**src/ic3_pkg.sv**
```systemverilog
// Shared types, constants and helpers for the 3x3 image convolution block.
// No dependencies; used by every module in src.
`default_nettype none

package ic3_pkg;

   localparam int MAX_WIDTH  = 1024;
   localparam int MAX_HEIGHT = 4096;
   localparam int COL_W      = $clog2(MAX_WIDTH);
   localparam int ROW_W      = $clog2(MAX_HEIGHT);
   localparam int PIX_W      = 8;
   localparam int SUM_W      = 20;
   localparam int CSR_ADDR_W = 3;
   localparam int CSR_DATA_W = 24;
   localparam int WIDTH_W    = 11;
   localparam int HEIGHT_W   = 13;
   localparam int RSP_DATA_W = 48;

   localparam logic [CSR_DATA_W-1:0] COEF_ROW0_RESET = 24'hFFFFFF;
   localparam logic [CSR_DATA_W-1:0] COEF_ROW1_RESET = 24'hFF09FF;
   localparam logic [CSR_DATA_W-1:0] COEF_ROW2_RESET = 24'hFFFFFF;
   localparam logic [WIDTH_W-1:0]    WIDTH_RESET     = 11'd512;
   localparam logic [HEIGHT_W-1:0]   HEIGHT_RESET    = 13'd512;

   typedef enum logic [CSR_ADDR_W-1:0] {
      REG_COEF_ROW0    = 3'd0,
      REG_COEF_ROW1    = 3'd1,
      REG_COEF_ROW2    = 3'd2,
      REG_IMAGE_WIDTH  = 3'd3,
      REG_IMAGE_HEIGHT = 3'd4
   } csr_index_type;

   typedef struct packed {
      logic [2:0][CSR_DATA_W-1:0] coef;
      logic [COL_W-1:0]           width_m1;
      logic [ROW_W-1:0]           height_m1;
   } cfg_type;

   // [row][col], row 2 / col 2 newest
   typedef logic [2:0][2:0][PIX_W-1:0] window_type;

   // offsets into the window of the first and last released output
   typedef struct packed {
      logic       ok;
      logic [1:0] lo;
      logic [1:0] hi;
   } span_type;

   function automatic span_type release_span(input logic [ROW_W-1:0] pos,
                                             input logic [ROW_W-1:0] last);
      span_type s;
      s = '0;
      if (pos < last) begin
         s.ok = (pos >= ROW_W'(2));
         s.lo = 2'd0;
         s.hi = 2'd0;
      end else if (pos == last) begin
         s.ok = 1'b1;
         s.hi = 2'd2;
         if (pos >= ROW_W'(2)) begin
            s.lo = 2'd0;
         end else begin
            s.lo = 2'd2 - pos[1:0];
         end
      end
      return s;
   endfunction

endpackage

`default_nettype wire

```
**src/ic3_mac.sv**
```systemverilog
// 3x3 multiply-accumulate over the window for one output position.
// Depends on ic3_pkg.
`default_nettype none

module ic3_mac
   import ic3_pkg::*;
(
   input  wire window_type             win,
   input  wire logic [2:0][CSR_DATA_W-1:0] coef,
   input  wire logic [1:0]             di,
   input  wire logic [1:0]             dj,
   output logic signed [SUM_W-1:0]     sum
);

   logic [2:0]              rsel;
   logic [2:0]              csel;
   logic [PIX_W-1:0]        tap;
   logic signed [PIX_W-1:0] cf;
   logic signed [2*PIX_W:0] prod;

   // taps that fall outside the window are past the bottom or right edge
   always_comb begin
      sum  = '0;
      rsel = '0;
      csel = '0;
      tap  = '0;
      cf   = '0;
      prod = '0;
      for (int k = 0; k < 3; k++) begin
         for (int l = 0; l < 3; l++) begin
            rsel = {1'b0, di} + 3'(k);
            csel = {1'b0, dj} + 3'(l);
            tap  = '0;
            if (rsel <= 3'd2 && csel <= 3'd2) begin
               tap = win[rsel[1:0]][csel[1:0]];
            end
            cf   = coef[k][8*l +: 8];
            prod = cf * $signed({1'b0, tap});
            sum  = sum + SUM_W'(prod);
         end
      end
   end

endmodule

`default_nettype wire
```
**config.mk**
```make
export PLATFORM = sky130hd
export DESIGN_NAME = ic3_mac
export DESIGN_NICKNAME = d
export VERILOG_FILES = /design/src/ic3_pkg.sv /design/src/ic3_mac.sv
export SDC_FILE = /design/constraint.sdc
export NUM_CORES = 2
export LEC_CHECK = 0
export BUFFER_PORTS_ARGS = -buffer_cell sky130_fd_sc_hd__buf_2
export CAP_MARGIN = 30
export CORE_MARGIN = 2
export CORE_UTILIZATION = 38
export DETAILED_ROUTE_END_ITERATION = 8
export PLACE_DENSITY = 0.53
export SLEW_MARGIN = 40
export SYNTH_ARGS = -nofsm -noshare
export SYNTH_HDL_FRONTEND = slang
export SYNTH_SLANG_ARGS = --single-unit
```
**constraint.sdc**
```tcl
create_clock -name vclk -period 30.1
set_clock_uncertainty 0.05 [all_clocks]
set_input_delay 6.02 -clock vclk [all_inputs]
set_output_delay 6.02 -clock vclk [all_outputs]
set_load 0.01 [all_outputs]
```
# After elaboration in Yosys (flattened, before gate mapping)
# Cells that the tools add are included.
[word_totals]
in_bits = 148
register_bits = 0
out_inout_bits = 20
wordCells = 75
[classes]
mux = 33
magnitude_cmp = 12
reduce_logical = 9
mul = 9
add_sub_neg = 12
[ops]
columns = ["op", "count"]
rows = [
  ["$mul 8x9->17", 9],
  ["$bmux 24 s2", 3],
  ["$bmux 8 s2", 9],
  ["$mux 8", 18],
  ["$add 20x17->20", 5],
  ["$mux 24", 3],
  ["$add 19x17->20", 1],
  ["$add 18x17->19", 1],
  ["$add 17x17->18", 1],
  ["$lt 2x3->1 const B", 6],
  ["$le 3x2->1 const B", 4],
  ["$logic_and 1x1->1", 9],
  ["$add 2x1->3 const B", 2],
  ["$add 2x2->3 const B", 2],
  ["$le 2x2->1 const B", 2],
]

# Depth between registers and ports, before layout
[depth]
depth_word = 14
depth_mapped = 41
mapped_depth_nobuf = 34

# Worst setup path before layout
# No wires, ideal clock.
[synth_path]
kind = "input to output"
start = "input di[0]"
end = "output sum[17]"
arrival_time_ns = 14.684
path_buffers = 5
cell_stages = 33
required_ns = 24.030
slack_ns = 9.346
cell_sequence = "buf_6 -> buf_8 -> inv_2 -> buf_6 -> ha_1 -> buf_4 -> buf_6 -> mux2_2 -> a22oi_1 -> a211oi_1 -> o21a_2 -> and2_1 -> fa_1 -> inv_1 -> fa_1 -> fa_1 -> fa_1 -> inv_1 -> fa_1 -> fa_1 -> inv_1 -> fa_1 -> fa_1 -> fa_1 -> inv_1 -> fa_1 -> ha_1 -> nor2b_1 -> o31a_1 -> nor4_1 -> o21ai_0 -> a221oi_1 -> xnor2_1"
[synth_via]
elab_chain_len = 14
elab_cells_between_ends = 64
[synth_rtl]
columns = ["item", "line_no", "source"]
rows = [
  ["from (decl)", "ic3_mac.sv:10", "input wire logic [1:0] di,"],
  ["$bmux 24 s2", "ic3_mac.sv:35", "tap = win[rsel[1:0]][csel[1:0]];"],
  ["$mux 24 (not written as such)", "ic3_mac.sv:35", ""],
  ["$bmux 8 s2", "ic3_mac.sv:35", ""],
  ["$mux 8 (not written as such)", "ic3_mac.sv:35", ""],
  ["$mux 8", "ic3_mac.sv:34", "if (rsel <= 3'd2 && csel <= 3'd2) begin"],
  ["$mul 8x9->17", "ic3_mac.sv:38", "prod = cf * $signed({1'b0, tap});"],
  ["$add 17x17->18", "ic3_mac.sv:39", "sum = sum + SUM_W'(prod);"],
  ["$add 18x17->19", "ic3_mac.sv:39", ""],
  ["$add 19x17->20", "ic3_mac.sv:39", ""],
  ["$add 20x17->20 (4 in series)", "ic3_mac.sv:39", ""],
  ["$add 20x17->20 *", "ic3_mac.sv:39", ""],
  ["to (decl)", "ic3_mac.sv:12", "output logic signed [SUM_W-1:0] sum"],
]
# Mark *: on every way between the ends. The rest lies on a longest branch, timed or not. The select of a mux whose other input is x is not followed.

# Worst setup path after layout
[layout_path]
start = "input dj[0]"
end = "output sum[19]"
[layout_via]
elab_chain_len = 13
elab_cells_between_ends = 58
[layout_rtl]
columns = ["item", "line_no", "source"]
rows = [
  ["from (decl)", "ic3_mac.sv:11", "input wire logic [1:0] dj,"],
  ["$add 2x1->3", "ic3_mac.sv:32", "csel = {1'b0, dj} + 3'(l);"],
  ["$le 3x2->1 / $bmux 8 s2 (equally long branches)", "ic3_mac.sv:34, ic3_mac.sv:35", ""],
  ["$logic_and 1x1->1 / $mux 8 (equally long branches)", "ic3_mac.sv:34, ic3_mac.sv:35", ""],
  ["$mux 8", "ic3_mac.sv:34", ""],
  ["$mul 8x9->17", "ic3_mac.sv:38", ""],
  ["$add 17x17->18", "ic3_mac.sv:39", ""],
  ["$add 18x17->19", "ic3_mac.sv:39", ""],
  ["$add 19x17->20", "ic3_mac.sv:39", ""],
  ["$add 20x17->20 (4 in series)", "ic3_mac.sv:39", ""],
  ["$add 20x17->20 *", "ic3_mac.sv:39", ""],
]
# Marks and branches as above.

==> results.yml <==
outcome:
  status: "finished clean"
placement:
  gp_congestion: 0.912
  placed_cells: 3786
  place_area_mm2: 0.0270
  dp_hpwl_mm: 74.2
  io_buffers: 168
finish:
  multi_input_area_mm2: 0.0222
  stdcell_count: 3789
  fillers: 6634
  regArea_um2: 0
  design.seq.count: 0
  final_core_util_pct: 41.0
  layout-drive-gt1-share_pct: 9.65
  nClkBuffers: 0
  nets: 3942
  final_cell_area_mm2: 0.0270
  syn_to_final_growth_pct: 6.69
setup_path:
  required_ns: 24.03
  start_kind: "primary input"
  path_class: "primary input to primary output"
  arrival_ns: 17.37
  max_stage_delay_ns: 0.63
  cp-end-kind: "primary output"
  critPathMaxFanout: 64
  cpMostUsedCell: "fa_1"
  startpoint: "dj[0]"
  crit_slowest_cell: "ha_2"
grt:
  grt_pass1_vias: 20900
  grt_first_pass_wirelength_mm: 126
  grt_overflow: 0
  grt_use_total_pct: 24.5
  grt_max_degree: 70
  antenna_found_initial: 3
timing:
  setup_tns_ns: 0
  layout_min_cycle_time_ns: 23.44
  max_freq_ghz: 0.0427
  fin_crit_sh_pct: 77.9
  rsz0062_at_grt: "false"
  drv_slew: 0
  hold_viol_final: 0
  tightest_slew_ns: 0.816
  setup_viol: 0
  slew_headroom_pct: 45.5
synthesis:
  synth_cells: 2813
  ys_types: 66
  synth_warnings: 0
  synth_top_area_share_pct: 44.9
  synthTopCellsByArea: "fa_1 (45%), ha_1 (15%), inv_1 (11%)"
  synthTopCellsByCount: "inv_1 (736), fa_1 (568), ha_1 (301)"
  synth_top_area_cell: "fa_1"
  syn_area_mm2: 0.0253
  synth_area_per_cell_um2: 9.01
  synth.yosys.seq_area_share_pct: 0
  synth.net_count: 3830
  synth_most_common_cell: "inv_1"
drt:
  via_count: 19000
  highest_layer: "met5"
  wl_met1_mm: 35.9
  dr.pass1.iters: 5
  finalWirelength_mm: 81.6
  wl_met3_mm: 4.11
  vias_per_cell: 5.03
  ant_nets: 0
  wl_per_cell_um: 21.5
  drtIter0Drc: 1078
  route.met2.wl_mm: 38.5
  drc_errors: 0
floorplan:
  fp.dieW_um: 262
  die_h_um: 262
  initial_core_util_pct: 38.5
  die-area_mm2: 0.0687
  ios: 168
  row_count: 94
  core_mm2: 0.0659
hold_path:
  hold_depth: 5
  min_path_type: "primary input to primary output"
  hold_path.startpoint: "coef[56]"
cts:
  cts_resized: 0
  post_cts_buffers: 0
  holdBufCountCts: 0
run:
  max_cap_violations: 0
[stage by stage]
step | hold slack [ns] | worst slack, ns
after floorplan | 12.37 | 9.35
after global placement | 12.89 | 6.45
after detailed placement | 12.87 | 6.73
after CTS | 12.88 | 6.68
after global routing | 12.91 | 5.93
final | 12.87 | 6.66
[area by class of cell]
type	instances	area share (%)
multi-input cells	1998	82.1
inverters	739	10.3
well taps	864	4.00
repair buffers	186	3.61
diodes	2	0.0185
[worst paths after layout]
path,slack (ns),end
setup / recovery,6.66,sum[19]
hold / removal,12.87,sum[0]
[cells by family (layout without fill, tap and decap cells)]
kind of cell / after synthesis / in the layout / share of synthesized area, %
AOI/OAI and AO/OA: 207 / 207 / 6.17
xor gates and xnor gates: 26 / 26 / 0.899
adders and majority gates: 869 / 869 / 59.8
buffers and inverters: 815 / 925 / 12.7
muxes: 84 / 84 / 3.40
other: 0 / 2 / 0
and+or+nand+nor: 812 / 812 / 17.1
[metal layers]
layer / track usage, % / vias up
met4: 7.28 / 4
met1: 33.4 / 9711
met2: 41.3 / 481
met5: 0 / -
li1: - / 8743
met3: 2.47 / 104
[placed cells by master (no fill, tap or decap), types with 10 or more instances in the layout]
cell type	synthesis	layout
inv_1	736	736
fa_1	568	568
ha_1	301	300
and2_1	243	243
nand2_1	199	198
buf_2	12	168
nor2_1	134	132
and3_1	129	129
mux2i_1	68	68
nand2b_1	30	30
o21ai_0	27	26
a21oi_1	25	25
xnor2_1	24	24
a21oi_2	18	18
buf_4	14	17
mux2_2	16	16
nor2b_1	17	16
o32ai_1	15	14
o32a_1	13	13
o211ai_1	12	12
o21a_1	11	11
nor2_4	10	10
o22ai_1	15	10
[worst max-delay path: cells and delay by family]
family | cells | cell delay, ns
AOI/OAI and AO/OA | 4 | 1.47
adders and majority gates | 12 | 5.87
buffers and inverters | 11 | 2.16
and+or+nand+nor | 5 | 1.62
xor gates and xnor gates | 1 | 0.18
Power is left out: the tool's default activity adds up to more than one toggle a clock period on the data nets, which glitch-free logic cannot reach.
