**src/ic3_pkg.sv**
```systemverilog
// Shared types, constants and helpers for the 3x3 image convolution block.
// No dependencies; used by every module in src.
`default_nettype none

package ic3_pkg;

   localparam int MAX_WIDTH  = 1024;
   localparam int MAX_HEIGHT = 4096;
   localparam int COL_W      = $clog2(MAX_WIDTH);
   localparam int ROW_W      = $clog2(MAX_HEIGHT);
   localparam int PIX_W      = 8;
   localparam int SUM_W      = 20;
   localparam int CSR_ADDR_W = 3;
   localparam int CSR_DATA_W = 24;
   localparam int WIDTH_W    = 11;
   localparam int HEIGHT_W   = 13;
   localparam int RSP_DATA_W = 48;

   localparam logic [CSR_DATA_W-1:0] COEF_ROW0_RESET = 24'hFFFFFF;
   localparam logic [CSR_DATA_W-1:0] COEF_ROW1_RESET = 24'hFF09FF;
   localparam logic [CSR_DATA_W-1:0] COEF_ROW2_RESET = 24'hFFFFFF;
   localparam logic [WIDTH_W-1:0]    WIDTH_RESET     = 11'd512;
   localparam logic [HEIGHT_W-1:0]   HEIGHT_RESET    = 13'd512;

   typedef enum logic [CSR_ADDR_W-1:0] {
      REG_COEF_ROW0    = 3'd0,
      REG_COEF_ROW1    = 3'd1,
      REG_COEF_ROW2    = 3'd2,
      REG_IMAGE_WIDTH  = 3'd3,
      REG_IMAGE_HEIGHT = 3'd4
   } csr_index_type;

   typedef struct packed {
      logic [2:0][CSR_DATA_W-1:0] coef;
      logic [COL_W-1:0]           width_m1;
      logic [ROW_W-1:0]           height_m1;
   } cfg_type;

   // [row][col], row 2 / col 2 newest
   typedef logic [2:0][2:0][PIX_W-1:0] window_type;

   // offsets into the window of the first and last released output
   typedef struct packed {
      logic       ok;
      logic [1:0] lo;
      logic [1:0] hi;
   } span_type;

   function automatic span_type release_span(input logic [ROW_W-1:0] pos,
                                             input logic [ROW_W-1:0] last);
      span_type s;
      s = '0;
      if (pos < last) begin
         s.ok = (pos >= ROW_W'(2));
         s.lo = 2'd0;
         s.hi = 2'd0;
      end else if (pos == last) begin
         s.ok = 1'b1;
         s.hi = 2'd2;
         if (pos >= ROW_W'(2)) begin
            s.lo = 2'd0;
         end else begin
            s.lo = 2'd2 - pos[1:0];
         end
      end
      return s;
   endfunction

endpackage

`default_nettype wire

```
**src/ic3_csr.sv**
```systemverilog
// Configuration registers: coefficient rows and image size, with size clamping.
// Depends on ic3_pkg.
`default_nettype none

module ic3_csr
   import ic3_pkg::*;
(
   input  wire logic                  clock,
   input  wire logic                  reset,
   input  wire logic                  csr_we,
   input  wire logic [CSR_ADDR_W-1:0] csr_addr,
   input  wire logic [CSR_DATA_W-1:0] csr_wdata,
   output cfg_type                    cfg
);

   logic [2:0][CSR_DATA_W-1:0] coef_ff;
   logic [WIDTH_W-1:0]         width_ff;
   logic [HEIGHT_W-1:0]        height_ff;

   always_ff @(posedge clock) begin
      if (reset) begin
         coef_ff[0] <= COEF_ROW0_RESET;
         coef_ff[1] <= COEF_ROW1_RESET;
         coef_ff[2] <= COEF_ROW2_RESET;
         width_ff   <= WIDTH_RESET;
         height_ff  <= HEIGHT_RESET;
      end else if (csr_we) begin
         case (csr_index_type'(csr_addr))
            REG_COEF_ROW0:    coef_ff[0] <= csr_wdata;
            REG_COEF_ROW1:    coef_ff[1] <= csr_wdata;
            REG_COEF_ROW2:    coef_ff[2] <= csr_wdata;
            REG_IMAGE_WIDTH:  width_ff   <= csr_wdata[WIDTH_W-1:0];
            REG_IMAGE_HEIGHT: height_ff  <= csr_wdata[HEIGHT_W-1:0];
            default: ;
         endcase
      end
   end

   // zero acts as one, oversize acts as the maximum
   always_comb begin
      cfg.coef = coef_ff;
      if (width_ff == '0) begin
         cfg.width_m1 = '0;
      end else if (width_ff > WIDTH_W'(MAX_WIDTH)) begin
         cfg.width_m1 = COL_W'(MAX_WIDTH - 1);
      end else begin
         cfg.width_m1 = COL_W'(width_ff - WIDTH_W'(1));
      end
      if (height_ff == '0) begin
         cfg.height_m1 = '0;
      end else if (height_ff > HEIGHT_W'(MAX_HEIGHT)) begin
         cfg.height_m1 = ROW_W'(MAX_HEIGHT - 1);
      end else begin
         cfg.height_m1 = ROW_W'(height_ff - HEIGHT_W'(1));
      end
   end

endmodule

`default_nettype wire

```
**config.mk**
```make
export PLATFORM = sky130hd
export DESIGN_NAME = ic3_csr
export DESIGN_NICKNAME = d
export VERILOG_FILES = /design/src/ic3_pkg.sv /design/src/ic3_csr.sv
export SDC_FILE = /design/constraint.sdc
export NUM_CORES = 1
export LEC_CHECK = 0
export BUFFER_PORTS_ARGS = -buffer_cell sky130_fd_sc_hd__buf_2
export CORE_MARGIN = 5
export CORE_UTILIZATION = 50
export CTS_CLUSTER_DIAMETER = 80
export DETAILED_ROUTE_END_ITERATION = 7
export GPL_TIMING_DRIVEN = 0
export PLACE_DENSITY_LB_ADDON = 0.3
export SLEW_MARGIN = 20
export SYNTH_ARGS = -nofsm -noshare
export SYNTH_HDL_FRONTEND = slang
export SYNTH_SLANG_ARGS = --single-unit
```
**constraint.sdc**
```tcl
create_clock -name clock -period 5.6 [get_ports clock]
set_input_delay 1.12 -clock clock [delete_from_list [all_inputs] [get_ports clock]]
set_output_delay 1.12 -clock clock [all_outputs]
set_load 0.005 [all_outputs]
```
* Word level (Yosys, flattened, before mapping)
Cells that the tools add are included.
Operators by class: order comparisons 2, reduce and logical (&&, ||, !) cells 8, mux-type cells 4, add/subtract/negate cells 2, equality and inequality tests 4
Operators by type and width (count):
- 12-bit 2-to-1 mux | 2
- 10-bit 2-to-1 mux | 2
- 13-bit > comparator, second input constant | 1
- 13-bit zero test | 1
- 12-bit by 1-bit subtractor with 12-bit output, second input constant | 1
- 11-bit > comparator, second input constant | 1
- 11-bit zero test | 1
- 2-bit AND reduction | 5
- 10-bit by 1-bit subtractor with 10-bit output, second input constant | 1
- 3-bit by 2-bit == test with 1-bit output, second input constant | 2
- 3-bit by 1-bit == test with 1-bit output, second input constant | 1
- 3-bit == test, second input constant | 1
- 3-bit zero test | 1
Word-level totals: bits in registers 96, output and inout bits 94, word-level logic and storage cells 25

* Depth between registers and ports, before layout
Gate-level depths: netlist (run 1).
depth after elaboration 3, mapped depth 7, depth with buffers taken out 6

* Worst setup path after synthesis (run 1)
Ideal clock, no wire load.
path kind register -> output, from register width_ff[0], to output port cfg[13] in the netlist's numbering, path slack 2929 ps, stages on the path, launching flop included 6, arrival 1551 ps, path buffers 0, cells stage by stage dfxtp_1 > inv_1 > ha_1 > nor4b_2 > nand3_1 > maj3_1
RTL lines:
- start: declaration | line ic3_csr.sv:17 | logic [WIDTH_W-1:0] width_ff;
- start signal: assignment | line ic3_csr.sv:32 | REG_IMAGE_WIDTH: width_ff <= csr_wdata[WIDTH_W-1:0];
- end: declaration | line ic3_csr.sv:13 | output cfg_type cfg

==> impl_metrics.ini, run 1 <==
[pwr]
power.share.combinational_pct = 13.1
p_int_mw = 1.06
power_frac_clock_pct = 35.7
p_per_area_nw_per_um2 = 268
peakVddDrop_mv = 0.202
p_leak_nw = 2.35
switching_power_mw = 0.344
p_seq_share_pct = 51.2
power.total_mw = 1.41
switching_share_pct = 24.5

[sta]
setup_viol = 0
tightestPinTransition_ns = 0.544
finalHoldViolCount = 0
period_needed_ns = 3.44
fin_skew_ns = 0
tns_ns = 0
finalCritPeriodShare_pct = 61.4
rsz0062_at_grt = no
drv_slew = 0
slew_headroom_pct = 63.7
setup_ws_ns = 2.16
hold_slack_ns = 0.460
clock.fmax_mhz = 291

[worst_setup_path]
crit_fanout = 7
crit_path_start_kind = flop
crit_required_ns = 4.48
crit_path_end_kind = output port
max_stage_delay_ns = 0.42
arrival_ns = 2.32
crit_chain = inv_1 > ha_1 > nor4b_2 > nand3_1 > maj3_1 > buf_2
cp-startpoint = width_ff[0]
crit_type = reg2out
critical-path-top-delay-family = simple AND/OR/NAND/NOR gates
cp_slowest_cell = maj3_1
rr_startpoint = width_ff[10]
critical_path_buf_inv_count = 2

[layout]
fin_cells = 785
fill_cells = 757
antennaDiodeCount = 0
final_cell_area_um2 = 5240
fin_util_pct = 63.5
syn_to_final_growth_pct = 22.5
fin_nets = 709
layout-drive-gt1-share_pct = 23.5

[synthesis]
synth_ff_type = dfxtp_1
netlist_top_cells_area = dfxtp_1, nand2_1, nand3b_1, a21oi_1, clkbuf_1
synth_top_area_share_pct = 44.9
yosysWarnings = 0
async_reset_ff_share_pct = 0
synth_seq_cells = 96
synth_top_cell_by_area = dfxtp_1
postSynthAreaPerCell_um2 = 7.88
yosys-top-cells-count = nand2_1, dfxtp_1, nand3b_1
synth_nets = 576
synthCells = 543
yosysMostFrequentCell = nand2_1
syn_area_um2 = 4280
synth_edf_count = 0
seq_area_frac_synth_pct = 44.9
synth_cell_types = 49

[clocking]
root_buffer = clkbuf_8
clk_pin_slew_worst_paths_ns = 0.08
cts_tree = done
cts_buffers = 9
htreeDepth = 3
postCtsHoldBufs = 0
cts.sinks = 96
clk_latency_ns = 0.35
max-clock-path-buffers = 2
cts_resized = 0
postCtsSetupRepairBufs = 0

[worst_hold_path]
holdCritStartpoint = cfg[60]
hp-class = reg2reg

[place]
dp_slack_ns = 2.54
gp_congestion = 0.832
dp.cells = 770
placed_cell_area_um2 = 5020
dp_hpwl_um = 9320
port_buffers = 122

[grt]
grt-ovfl-total = 0
track_usage_pct = 23.1
grt_start_max_net_pins = 15
antenna_found_initial = 0
grt_pass1_vias = 3998
grt_pass1_wl_um = 19100

[floorplan]
die_h_um = 103
core_um2 = 8260
rows = 33
ios = 124
dieArea_um2 = 10500
start_util_pct = 51.8
die_w_um = 103

[job]
drv_cap = 0

[routing]
dr_total_vias = 4168
wl_um = 12200
drt-initial-drc-count = 267
firstDrtPassIters = 5
wl_per_cell_um = 15.5
drc = 0
ant_nets = 0
routed_via_density = 5.31

[outcome]
status = finished clean
[layer usage]
metal  wire length [um]  share of wire, %  track usage, %
met1               5100                42            28.7
met2               5790                48            38.7
met3                994               8.2            5.89
met4                292               2.4            8.78
met5                  0                 0               0
[power groups by stage]
stage          sequential, mW  combinational, mW  clock [mW]
3_5_place_dp            0.735              0.185           0
5_1_grt                 0.722              0.206       0.531
6_report                0.719              0.184       0.502
3_3_place_gp            0.734              0.179           0
2_1_floorplan           0.734              0.103           0
4_1_cts                 0.719              0.186       0.505
[worst reg2reg max path, cell delays in order (launching register included)]
cell	delay (ns)
dfxtp_1	0.42
clkbuf_1	0.38
nand2_1	0.10
a21oi_1	0.15
[area by class of cell]
class,count,area [um2],share of cell area [%]
inverters,7,26.3,0.501
multi-input cells,404,2170,41.5
repair buffers,122,611,11.6
well taps,105,131,2.51
plain buffers,36,156,2.98
clock buffers,12,155,2.96
clock inverters,3,65.1,1.24
flip-flops and latches,96,1920,36.7
[path summary, 6_finish.rpt]
| check | endpoint | slack (ns) | cells past startpoint |
|---|---|---|---|
| max | cfg[13] | 2.16 | 6 |
| min | cfg[60] | 0.46 | 2 |
| min reg2reg | cfg[60] | 0.46 | 2 |
| max reg2reg | width_ff[10] | 4.49 | 3 |
[flip-flops by register name (all words and copies together), names as in the netlist]
| register | count |
|---|---|
| cfg | 72 |
| height_ff | 13 |
| width_ff | 11 |
[cell usage in the layout, fill, tap and decap left out, drive strengths merged, types with 2 or more instances in the layout]
master and n:
nand2 204, nor3b 3, inv 7, nor3 11, nor4b 3, and3 2
bufinv 2, xnor2 4, or3b 2, clkbuf 36, ha 3, maj3 2
nand3 8, or4 2, and3b 2, a21o 2, nor2 17, o21ai 8
a21oi 35, xor2 2, a311oi 2, o31ai 3, a211o 2, dfxtp 96
nor4 4, nand3b 71, buf 134
[kinds of logic (layout without fill, tap and decap cells)]
kind of cell	Yosys count	after routing	share of synthesized area, %
and+or+nand+nor	333	333	39.6
DFF	96	96	44.9
AOI/OAI and AO/OA	59	59	8.36
buffers and inverters	43	180	4.27
xor gates and xnor gates	6	6	1.23
adders and majority gates	5	5	1.35
muxes	1	1	0.234
No activity file was read; power rests on OpenSTA's default activity.
==> run 2: changes to the inputs <==
ABC_AREA = 1   (was unset)
clock period = 3.2 ns   (was 5.6 ns; I/O delays follow)
==> run 2 against run 1 <==
Against the previous run:
- count of clock-buffer cells in the layout decreased by 3
- power increased by 70%
- via count decreased by 3.4%
- critical path depth increased by 4
- hold slack improved by 0.017 ns
- first-iteration DRC count decreased by 18%
- combinational power increased by 96%
- global-route usage about the same
- sequential power increased by 75%
- synthesized cell count increased by 1.8%
- setup slack got worse by 1.4 ns
- critical endpoint is now cfg[7]
- largest cell class is now registers
==> impl_metrics.ini, run 2 <==
[routing]
drc = 0
wl_um = 11400
firstDrtPassIters = 5
ant_nets = 0
dr_total_vias = 4027
wl_per_cell_um = 14.4
routed_via_density = 5.07
drt-initial-drc-count = 218

[floorplan]
core_um2 = 7770
dieArea_um2 = 9920
ios = 124
die_w_um = 99.6
rows = 32
start_util_pct = 51.7
die_h_um = 99.6

[synthesis]
async_reset_ff_share_pct = 0
postSynthAreaPerCell_um2 = 7.26
yosysWarnings = 0
syn_area_um2 = 4010
synth_compound_area_share_pct = 8.48
yosys-top-cells-count = nand2_1, dfxtp_1, nand3_1
synth_cell_types = 23
synth_top_cell_by_area = dfxtp_1
synth_edf_count = 0
synth_seq_cells = 96
yosysMostFrequentCell = nand2_1
synth_nets = 586
seq_area_frac_synth_pct = 47.9
netlist_top_cells_area = dfxtp_1, nand2_1, nand3_1, nor2_1, o21ai_0
synthCells = 553
synth_ff_type = dfxtp_1
muxShareOfSynthArea_pct = 0
synth_simple_gate_area_share_pct = 33.7
synth_xor_area_share_pct = 2.18
synth_top_area_share_pct = 47.9
synth_fa_ha_area_share_pct = 0.935
synth_top_family_by_area = simple AND/OR/NAND/NOR gates

[sta]
tns_ns = 0
finalCritPeriodShare_pct = 76.4
clock.fmax_mhz = 409
slew_headroom_pct = 66.1
finalHoldViolCount = 0
setup_viol = 0
drv_slew = 0
tightestPinTransition_ns = 0.508
fin_skew_ns = 0
rsz0062_at_grt = no
hold_slack_ns = 0.477
period_needed_ns = 2.45

[worst_setup_path]
r2r-end = width_ff[10]
rr_startpoint = width_ff[10]
arrival_ns = 1.81
r2r_cells = 2
crit_type = reg2out
crit_required_ns = 2.56
cp_common_cell = nor2_1
crit_chain = inv_1 > ha_1 > nand2_1 > nor2_2 > nand2_2 > nand2_4 > inv_2 > nor2_1 > nor2_1 > buf_2
crit_path_end_kind = output port
cp_slowest_cell = dfxtp_1
crit_path_start_kind = flop
crit_fanout = 10
cp-startpoint = height_ff[0]
rrSetupSlack_ns = 2.46
max_stage_delay_ns = 0.32

[layout]
mostFrequentLayoutCells = nand2_1, buf_2, dfxtp_1, nand3_1, nor2_1
largest_register_ffs = 72
fill_cells = 729
syn_to_final_growth_pct = 23.1
fin_nets = 720
final_common_cell = nand2_1
antennaDiodeCount = 0
layout-drive-gt1-share_pct = 25.0

[pwr]
p_seq_share_pct = 53.0
switching_power_mw = 0.701
p_per_area_nw_per_um2 = 483
p_int_mw = 1.68
p_leak_nw = 2.43
peakVddDrop_mv = 0.300
power_frac_clock_pct = 31.9
power.share.combinational_pct = 15.1
switching_share_pct = 29.4

[place]
dp_hpwl_um = 8670
port_buffers = 123
gp_congestion = 0.836

[clocking]
postCtsSetupRepairBufs = 0
postCtsHoldBufs = 0
max-clock-path-buffers = 2
cts_resized = 0
clk_latency_ns = 0.36
cts.sinks = 96
clk_pin_slew_worst_paths_ns = 0.09
root_buffer = clkbuf_8
cts_tree = done
cts_buffers = 9
htreeDepth = 3

[worst_hold_path]
min_to = cfg[70]
hp-class = reg2reg
holdCritStartpoint = cfg[70]
hold_path_depth = 2

[grt]
grt_pass1_vias = 3801
grt_pass1_wl_um = 18500
track_usage_pct = 23.1
antenna_found_initial = 0
grt-ovfl-total = 0
grt_start_max_net_pins = 19

[job]
drv_cap = 0

[outcome]
status = finished clean
run 2: cell types whose count changed after synthesis, moves of 5 or more:
cell,delta
xor2_1,+6
nand3_1,+74
inv_1,+25
clkbuf_1,-13
buf_4,+5
nor2_1,+37
o21ai_0,+34
o21ai_1,-5
a21oi_1,-7
inv_2,+5
nand3b_1,-71
nor3_1,-10
nand2_1,-39
run 2: how the worst max path moves through the flow:
| stage | endpoint | slack [ns] | cells past startpoint |
|---|---|---|---|
| 2_1_floorplan | cfg[12] | 1.42 | 7 |
| 3_3_place_gp | cfg[10] | 1.22 | 9 |
| 3_5_place_dp | cfg[7] | 1.14 | 10 |
| 4_1_cts | cfg[7] | 0.73 | 10 |
| 5_1_grt | cfg[10] | 0.58 | 9 |
| 6_report | cfg[7] | 0.75 | 10 |
run 2: kinds of logic (layout without fill, tap and decap cells):
kind of cell | after synthesis | after routing
AOI/OAI and AO/OA | 67 | 67
xor gates and xnor gates | 10 | 10
adders and majority gates | 3 | 3
buffers and inverters | 63 | 202
DFF | 96 | 96
and+or+nand+nor | 314 | 314
run 2: worst max-delay path: cells and delay by family (launching register included):
family / cells / cell delay, ns
AND/OR/NAND/NOR: 6 / 0.56
buffers and inverters: 3 / 0.34
flip-flops: 1 / 0.32
adder cells (fa/ha/maj): 1 / 0.22
run 2: stage by stage:
step           setup slack (ns)  cell area, um2  cells  utilization (%)  power, mW
6_report                  0.754            4940    794             63.6       2.39
5_1_grt                   0.582            4940    794             63.6       2.49
4_1_cts                   0.733            4940    794             63.6       2.39
3_5_place_dp               1.14            4760    778             61.2       1.65
3_3_place_gp               1.22            4760    778             61.2       1.64
2_1_floorplan              1.42            4010    553                -       1.49
run 2: power groups by stage:
stage | clock network (mW) | logic [mW] | registers [mW]
6_report | 0.760 | 0.361 | 1.26
3_5_place_dp | 0 | 0.362 | 1.29
2_1_floorplan | 0 | 0.203 | 1.29
5_1_grt | 0.814 | 0.409 | 1.27
3_3_place_gp | 0 | 0.352 | 1.29
4_1_cts | 0.762 | 0.364 | 1.26
run 2: routing by layer:
metal	wire, um	global-route usage, %
met5	0	0
met4	223	7.98
met3	931	6.31
met2	5480	39.0
met1	4760	28.3
run 2: cell type report:
cell class	count	area [um2]	area share (%)
clock inverter	7	61.3	1.24
buffer	26	135	2.73
multi-input combinational	394	1820	36.8
clock buffer	9	124	2.51
tap	102	128	2.58
inverter	37	139	2.81
sequential	96	1920	38.9
timing repair buffer	123	616	12.5
